File: src/hdl/dast_pkg.sv
// Shared types and constants for the daily alarm slot table.
// Holds table size, command codes and the controller/datapath interface structs.
// No dependencies.
package dast_pkg;

  localparam int SLOTS = 16;
  localparam int IDX_W = (SLOTS > 1) ? $clog2(SLOTS) : 1;

  localparam int FUNC_W   = 3;
  localparam int HOUR_W   = 5;
  localparam int MINUTE_W = 6;
  localparam int SLOTN_W  = 4;
  localparam int FOUND_W  = 4;
  localparam int TIME_W   = HOUR_W + MINUTE_W;

  localparam int IN_W  = 24;
  localparam int OUT_W = 8;

  localparam logic [FUNC_W-1:0] FUNC_ADD      = 3'd0;
  localparam logic [FUNC_W-1:0] FUNC_DEL_TIME = 3'd1;
  localparam logic [FUNC_W-1:0] FUNC_DEL_SLOT = 3'd2;
  localparam logic [FUNC_W-1:0] FUNC_TICK     = 3'd3;
  localparam logic [FUNC_W-1:0] FUNC_CHECK    = 3'd4;

  // Controller to datapath
  typedef struct packed {
    logic             load;     // latch incoming command, clear search
    logic             rd_en;    // read one slot time
    logic [IDX_W-1:0] rd_addr;
    logic             commit;   // apply update, load result register
  } dast_cmd_t;

  // Datapath to controller
  typedef struct packed {
    logic in_scan;   // incoming command needs a table scan
    logic out_free;  // result register empty or being taken
  } dast_sts_t;

endpackage

File: src/hdl/daily_alarm_slot_table.sv
// Daily alarm slot table: a table of SLOTS hour/minute alarms with add,
// delete by time, delete by slot, midnight tick and check commands.
// Input: s_axis_* stream, one command per transfer.
// Output: m_axis_* stream, exactly one result transfer per command.
// Add, delete by time and check scan the table one slot per cycle through
// the time RAM read port, then pass a compare flush state and a commit
// state. The next command is taken once the previous one has committed.
// Delete by slot, tick and unused codes skip the scan and go straight to
// the commit state.
// The result sits in an output register; a new command is taken while it
// waits. If the receiver stalls, the next command stops at commit until the
// result register is free.
// Reset (rst, synchronous) frees every slot and clears every fired mark at
// once; no clearing pass is needed.
// Depends on dast_pkg, dast_ctrl, dast_datapath, dast_ram.
module daily_alarm_slot_table
  import dast_pkg::*;
(
  input  logic             clk,
  input  logic             rst,
  input  logic             s_axis_tvalid,
  output logic             s_axis_tready,
  input  logic [IN_W-1:0]  s_axis_tdata,  // func[2:0], hour[7:3], minute[13:8], slot_number[17:14]
  output logic             m_axis_tvalid,
  input  logic             m_axis_tready,
  output logic [OUT_W-1:0] m_axis_tdata   // ok[0], found_slot[4:1]
);

  dast_cmd_t cmd;
  dast_sts_t sts;

  dast_ctrl u_ctrl (
    .clk      (clk),
    .rst      (rst),
    .in_valid (s_axis_tvalid),
    .in_ready (s_axis_tready),
    .cmd      (cmd),
    .sts      (sts)
  );

  dast_datapath u_dp (
    .clk       (clk),
    .rst       (rst),
    .in_data   (s_axis_tdata),
    .cmd       (cmd),
    .sts       (sts),
    .out_valid (m_axis_tvalid),
    .out_ready (m_axis_tready),
    .out_data  (m_axis_tdata)
  );

  a_commit_free: assert property (@(posedge clk) disable iff (rst)
    cmd.commit |-> (!m_axis_tvalid || m_axis_tready))
    else $error("commit while result register occupied");

  a_busy_after_load: assert property (@(posedge clk) disable iff (rst)
    cmd.load |=> !s_axis_tready)
    else $error("input still ready after taking a command");

  a_rd_in_range: assert property (@(posedge clk) disable iff (rst)
    cmd.rd_en |-> (32'(cmd.rd_addr) < SLOTS))
    else $error("scan address beyond table");

  a_result_from_commit: assert property (@(posedge clk) disable iff (rst)
    $rose(m_axis_tvalid) |-> $past(cmd.commit))
    else $error("result appeared without commit");

endmodule

File: src/hdl/dast_ram.sv
// Generic simple dual-port RAM: one write port, one registered read port.
// No dependencies.
module dast_ram #(
  parameter int WIDTH = 8,
  parameter int DEPTH = 16
) (
  input  logic                                   clk,
  input  logic                                   we,
  input  logic [((DEPTH > 1) ? $clog2(DEPTH) : 1)-1:0] waddr,
  input  logic [WIDTH-1:0]                       wdata,
  input  logic                                   re,
  input  logic [((DEPTH > 1) ? $clog2(DEPTH) : 1)-1:0] raddr,
  output logic [WIDTH-1:0]                       rdata
);

  logic [WIDTH-1:0] mem [DEPTH];

  always_ff @(posedge clk) begin
    if (we) begin
      mem[waddr] <= wdata;
    end
    if (re) begin
      rdata <= mem[raddr];
    end
  end

endmodule

File: src/hdl/dast_datapath.sv
// Datapath of the alarm table: command register, valid/fired flags, time RAM,
// scan compare stage and result register. Depends on dast_pkg and dast_ram.
module dast_datapath
  import dast_pkg::*;
(
  input  logic             clk,
  input  logic             rst,
  input  logic [IN_W-1:0]  in_data,
  input  dast_cmd_t        cmd,
  output dast_sts_t        sts,
  output logic             out_valid,
  input  logic             out_ready,
  output logic [OUT_W-1:0] out_data
);

  logic [FUNC_W-1:0]   func;
  logic [HOUR_W-1:0]   hour;
  logic [MINUTE_W-1:0] minute;
  logic [SLOTN_W-1:0]  slot_number;

  logic [SLOTS-1:0]    slot_valid;
  logic [SLOTS-1:0]    slot_fired;

  logic [TIME_W-1:0]   rd_time;
  logic                cmp_pending;
  logic [IDX_W-1:0]    cmp_idx;
  logic                match_hit;
  logic [IDX_W-1:0]    match_idx;
  logic                free_hit;
  logic [IDX_W-1:0]    free_idx;

  logic                ok;
  logic [FOUND_W-1:0]  found_slot;

  logic [FUNC_W-1:0]   in_func;
  logic                add_go;
  logic [IDX_W-1:0]    del_idx;

  assign in_func = in_data[FUNC_W-1:0];
  assign sts.in_scan = (in_func == FUNC_ADD) || (in_func == FUNC_DEL_TIME) ||
                       (in_func == FUNC_CHECK);
  assign sts.out_free = !out_valid || out_ready;

  assign add_go  = cmd.commit && (func == FUNC_ADD) && !match_hit && free_hit;
  assign del_idx = IDX_W'(slot_number);

  always_ff @(posedge clk) begin
    if (cmd.load) begin
      func        <= in_data[FUNC_W-1:0];
      hour        <= in_data[FUNC_W +: HOUR_W];
      minute      <= in_data[FUNC_W+HOUR_W +: MINUTE_W];
      slot_number <= in_data[FUNC_W+HOUR_W+MINUTE_W +: SLOTN_W];
    end
  end

  dast_ram #(
    .WIDTH (TIME_W),
    .DEPTH (SLOTS)
  ) u_time_ram (
    .clk   (clk),
    .we    (add_go),
    .waddr (free_idx),
    .wdata ({hour, minute}),
    .re    (cmd.rd_en),
    .raddr (cmd.rd_addr),
    .rdata (rd_time)
  );

  // compare stage, in the cycle after the RAM read; first hit wins
  always_ff @(posedge clk) begin
    if (rst) begin
      cmp_pending <= 1'b0;
    end else begin
      cmp_pending <= cmd.rd_en;
    end
  end

  always_ff @(posedge clk) begin
    if (cmd.rd_en) begin
      cmp_idx <= cmd.rd_addr;
    end
    if (cmd.load) begin
      match_hit <= 1'b0;
      free_hit  <= 1'b0;
    end else if (cmp_pending) begin
      if (slot_valid[cmp_idx] && (rd_time == {hour, minute}) && !match_hit) begin
        match_hit <= 1'b1;
        match_idx <= cmp_idx;
      end
      if (!slot_valid[cmp_idx] && !free_hit) begin
        free_hit <= 1'b1;
        free_idx <= cmp_idx;
      end
    end
  end

  // table flags and result register
  always_ff @(posedge clk) begin
    if (rst) begin
      slot_valid <= '0;
      slot_fired <= '0;
      out_valid  <= 1'b0;
    end else if (cmd.commit) begin
      out_valid  <= 1'b1;
      ok         <= 1'b0;
      found_slot <= '0;
      case (func)
        FUNC_ADD: begin
          if (!match_hit && free_hit) begin
            slot_valid[free_idx] <= 1'b1;
            slot_fired[free_idx] <= 1'b0;
            ok <= 1'b1;
          end
        end
        FUNC_DEL_TIME: begin
          if (match_hit) begin
            slot_valid[match_idx] <= 1'b0;
            ok <= 1'b1;
          end
        end
        FUNC_DEL_SLOT: begin
          if (32'(slot_number) < SLOTS) begin
            slot_valid[del_idx] <= 1'b0;
          end
        end
        FUNC_TICK: begin
          if ((hour == '0) && (minute == '0)) begin
            slot_fired <= '0;
          end
        end
        FUNC_CHECK: begin
          if (match_hit && !slot_fired[match_idx]) begin
            slot_fired[match_idx] <= 1'b1;
            ok         <= 1'b1;
            found_slot <= FOUND_W'(match_idx);
          end
        end
        default: begin
        end
      endcase
    end else if (out_ready) begin
      out_valid <= 1'b0;
    end
  end

  assign out_data = {{(OUT_W-1-FOUND_W){1'b0}}, found_slot, ok};

endmodule

File: src/hdl/dast_ctrl.sv
// Controller of the alarm table: accept, slot scan sequencing and commit.
// Depends on dast_pkg.
module dast_ctrl
  import dast_pkg::*;
(
  input  logic      clk,
  input  logic      rst,
  input  logic      in_valid,
  output logic      in_ready,
  output dast_cmd_t cmd,
  input  dast_sts_t sts
);

  localparam logic [1:0] ST_IDLE  = 2'd0;
  localparam logic [1:0] ST_SCAN  = 2'd1;
  localparam logic [1:0] ST_FLUSH = 2'd2;
  localparam logic [1:0] ST_DONE  = 2'd3;

  logic [1:0]       state;
  logic [1:0]       state_next;
  logic [IDX_W-1:0] scan_cnt;
  logic [IDX_W-1:0] scan_cnt_next;

  assign in_ready = (state == ST_IDLE);

  always_comb begin
    state_next    = state;
    scan_cnt_next = scan_cnt;
    cmd.load      = 1'b0;
    cmd.rd_en     = 1'b0;
    cmd.rd_addr   = scan_cnt;
    cmd.commit    = 1'b0;
    case (state)
      ST_IDLE: begin
        if (in_valid) begin
          cmd.load      = 1'b1;
          scan_cnt_next = '0;
          state_next    = sts.in_scan ? ST_SCAN : ST_DONE;
        end
      end
      ST_SCAN: begin
        cmd.rd_en = 1'b1;
        if (scan_cnt == IDX_W'(SLOTS - 1)) begin
          state_next = ST_FLUSH;
        end else begin
          scan_cnt_next = scan_cnt + 1'b1;
        end
      end
      ST_FLUSH: begin
        // last slot is compared in this cycle
        state_next = ST_DONE;
      end
      ST_DONE: begin
        if (sts.out_free) begin
          cmd.commit = 1'b1;
          state_next = ST_IDLE;
        end
      end
      default: begin
        state_next = ST_IDLE;
      end
    endcase
  end

  always_ff @(posedge clk) begin
    if (rst) begin
      state    <= ST_IDLE;
      scan_cnt <= '0;
    end else begin
      state    <= state_next;
      scan_cnt <= scan_cnt_next;
    end
  end

endmodule
File: config.mk
export PLATFORM = sky130hd
export DESIGN_NAME = daily_alarm_slot_table
export DESIGN_NICKNAME = d
export VERILOG_FILES = /design/src/hdl/dast_pkg.sv /design/src/hdl/daily_alarm_slot_table.sv /design/src/hdl/dast_ram.sv /design/src/hdl/dast_datapath.sv /design/src/hdl/dast_ctrl.sv
export SDC_FILE = /design/constraint.sdc
export NUM_CORES = 1
export LEC_CHECK = 0
export ABC_AREA = 1
export BUFFER_PORTS_ARGS = -buffer_cell sky130_fd_sc_hd__buf_2
export CAP_MARGIN = 20
export CORE_AREA = 5 5 152 154
export CTS_BUF_LIST = sky130_fd_sc_hd__clkbuf_4
export CTS_CLUSTER_DIAMETER = 60
export CTS_CLUSTER_SIZE = 30
export DETAILED_ROUTE_END_ITERATION = 8
export DIE_AREA = 0 0 157 159
export HOLD_SLACK_MARGIN = 0.06
export PLACE_DENSITY = 0.8
export SLEW_MARGIN = 20
export SYNTH_ARGS = -nofsm -noshare
export SYNTH_HDL_FRONTEND = slang
export SYNTH_SLANG_ARGS = --single-unit
File: constraint.sdc
create_clock -name clk -period 2.33 [get_ports clk]
set_clock_uncertainty 0.15 [all_clocks]
set_input_delay 0 -clock clk [delete_from_list [all_inputs] [get_ports clk]]
set_output_delay 0 -clock clk [all_outputs]
set_load 0.02 [all_outputs]
==> impl_metrics.csv <==
group,metric,value,unit
finish,fill_cells,1646,
finish,fin_nets,1268,
finish,final_layout_size_suffix_gt1_frac,0.117,
sta,hold_viol,0,
synthesis,synthArstFlopShare,0,
sta,finalMaxSlewViolations,0,
critical_path,critical_path_class,"flip-flop to flip-flop",
critical_path,crit_buf_inv,2,
drt,via_count,8665,
global_routing,grt_pass1_wl,43600,µm
critical_path,critical_path.cell_chain,"ha_1 > nand2_1 > o21ai_1 > o21ai_0 > nand2_1 > inv_2 > nand3_1 > a21oi_1 > dlygate4sd3_1",
drt,final_antenna_net_count,0,
power_and_ir_drop,power_leakage,4.59,nW
sta,min_period,2.25,ns
finish,area_growth,12.1,%
critical_path,crit_end,"u_ctrl.scan_cnt[1]",
critical_path,cp-start-kind,"flip-flop",
sta,whs,0.120,ns
clocking,cts-root-buf,"clkbuf_4",
synthesis,synth_area_leaders,"edfxtp_1, nor2_1, dfxtp_1, nand2_1, o21ai_0",
synthesis,synth_ff_type,"edfxtp_1",
drt,drt_iter0_drc,1043,
critical_path,reg2reg_to,"u_ctrl.scan_cnt[1]",
synthesis,synth.avg_cell_area,10.1,µm²
critical_path,cp.required,2.74,ns
critical_path,critPathMaxStageDelay,0.57,ns
floorplanning,start_util,0.542,
synthesis,synth_warnings,0,
critical_path,crit_family,"buffers and inverters",
finish,stdcell_area,0.0131,mm²
sta,setup_viol,0,
drt,routed_wirelength,27700,µm
global_routing,grt_max_degree,53,
synthesis,synth_most_common_cell,"nor2_1",
sta,period_share,0.964,
sta,worstMarginPinSlew,0.631,ns
critical_path,end_kind,"flip-flop",
clocking,cts_sinks,264,
placement,dp.final_hpwl,17300,µm
critical_path,cpMaxStageDelayCell,"dlygate4sd3_1",
synthesis,synth_top_cell_area_share,0.571,
drt,first_pass_iters,6,
global_routing,track_usage,0.219,
floorplanning,rows,54,
clocking,clock_latency,0.73,ns
drt,post_drt_via_cell_ratio,5.68,
power_and_ir_drop,ir_drop,0.000845,V
critical_path,crit_cells,9,
synthesis,netlist_top_cells_count,"nor2_1, edfxtp_1, nand2_1",
clocking,cts_buffers,16,
floorplanning,core_region_area,0.0216,mm²
synthesis,synth-seq-cells,264,
sta,relSlewSlack,0.578,
critical_path,rr_startpoint,"u_ctrl.scan_cnt[0]",
synthesis,synth.distinct_cells,33,
worst_hold_path,min-delay-start,"s_axis_tvalid",
sta,setup_slack,0.0849,ns
critical_path,timing.critical_path.mode_cell,"nand2_1",
floorplanning,die_y,159,µm
power_and_ir_drop,p_per_area,765,mW/mm²
drt,detail_route.wl_per_cell,18.1,µm
floorplanning,ios,38,
global_routing,grt_pass1_vias,7984,
sta,fmax,445,MHz
worst_hold_path,hp-class,"input port to flip-flop",
critical_path,rrSetupSlack,0.08,ns
clocking,cts_tree,"done",
critical_path,critPathLaunch,"u_ctrl.scan_cnt[0]",
outcome,outcome,"finished clean",
drt,drc,0,
global_routing,antenna_found_initial,1,
synthesis,syn_area,0.0117,mm²
placement,place_congestion,0.900,
floorplanning,dieArea,0.0250,mm²
synthesis,ys_seq_area_frac,0.643,
placement,port_buffers,28,
clocking,clkTransAtPathRegs,0.19,ns
clocking,ctsHtreeMaxLevel,1,
global_routing,overflow,0,
placement,dpl_worst_slack,0.0723,ns
run,maxCapViolations,0,
synthesis,synthCells,1151,
critical_path,crit_fanout,6,
placement,placed_area,0.0123,mm²
critical_path,cp_data_arrival_time,2.66,ns
floorplanning,die_x,157,µm
synthesis,yosys.area.top_type,"edfxtp_1",
clocking,clock_path_buffers,3,
critical_path,r2r_cells,9,
synthesis,synth_edf_count,222,
==> repair_timing <==
action                                  4_1_cts  5_1_grt
buffers inserted                              0        7
hold endpoints to repair                    121        0
resized for setup                             0        6
hold buffers                                 43        0
endpoints found under the setup margin        0       18
==> kinds of logic after synthesis <==
group | count (synthesis) | synth area share
and+or+nand+nor | 502 | 0.179
AOI/OAI and AO/OA | 241 | 0.118
xor gates and xnor gates | 11 | 0.00825
adders and majority gates | 5 | 0.00536
buffers and inverters | 127 | 0.0469
other | 1 | 0.000321
DFF | 264 | 0.643
==> worst min-delay path by stage <==
stage | endpoint | cells after the start
floorplan | u_dp.del_idx[0] | 0
global placement | u_dp.del_idx[3] | 1
detailed placement | u_dp.minute[0] | 1
CTS | u_dp.free_hit | 5
global route | u_dp.free_hit | 5
finish | u_dp.free_hit | 5
==> cells in the final DEF (no fill, tap or decap), types with 3 or more instances in the layout <==
| cell type | count |
|---|---|
| nor2_1 | 243 |
| edfxtp_1 | 222 |
| nand2_1 | 186 |
| o21ai_0 | 126 |
| inv_1 | 57 |
| buf_4 | 51 |
| a21oi_1 | 50 |
| o211ai_1 | 48 |
| dlygate4sd3_1 | 43 |
| dfxtp_1 | 39 |
| buf_2 | 28 |
| nand3_1 | 20 |
| nor3_1 | 20 |
| clkbuf_4 | 19 |
| nand4_1 | 17 |
| a21oi_2 | 10 |
| inv_2 | 6 |
| xnor2_1 | 6 |
| nand2_4 | 5 |
| xor2_1 | 5 |
| buf_12 | 5 |
| o21ai_1 | 4 |
| ha_1 | 4 |
| nand3_2 | 3 |
| conb_1 | 3 |
==> power breakdown <==
group	switching, mW	total, mW	internal (mW)
clock network	1.50	2.09	0.589
logic	1.38	2.11	0.723
registers	0.272	5.81	5.54
==> routing by layer <==
metal,vias to the layer above,GRT usage,wire length (µm)
met5,-,0,0
met2,408,0.353,13300
li1,4130,-,-
met3,37,0.0296,2360
met1,4090,0.319,11500
met4,0,0.0493,535
==> tightest hold or removal path: cells and delay by family <==
family        cells  cell delay (ns)
buf+inv           2             0.66
simple gates      3             0.24
==> through the flow <==
stage          power (mW)   util  setup TNS, ns  instances
2_1_floorplan        7.20      -          -3.76       1153
3_3_place_gp         7.75  0.570              0       1447
3_5_place_dp         7.84  0.570              0       1447
4_1_cts              9.91  0.603              0       1518
5_1_grt              10.5  0.607        -0.0227       1526
6_report             10.0  0.607              0       1526
==> registers in the layout, summed over array words and instances (netlist names), 3 cells and up <==
signal	cells
u_ctrl.scan_cnt	4
u_dp.cmp_idx	4
u_dp.del_idx	4
u_dp.found_slot	4
u_dp.free_idx	4
u_dp.func	3
u_dp.hour	5
u_dp.match_idx	4
u_dp.minute	6
u_dp.slot_fired	16
u_dp.slot_valid	16
u_dp.u_time_ram.mem	176
u_dp.u_time_ram.rdata	11
==> final cells by class <==
class                   instances  area, µm²  area share
multi-input cells             762       3650       0.278
clock buffers                  19        143      0.0109
flip-flops and latches        264       7520       0.574
diodes                          1       2.50    0.000191
repair buffers                127       1050      0.0805
well taps                     280        350      0.0268
clock inverters                 9        139      0.0106
inverters                      64        243      0.0185
Power figures use the tool's default switching activity.
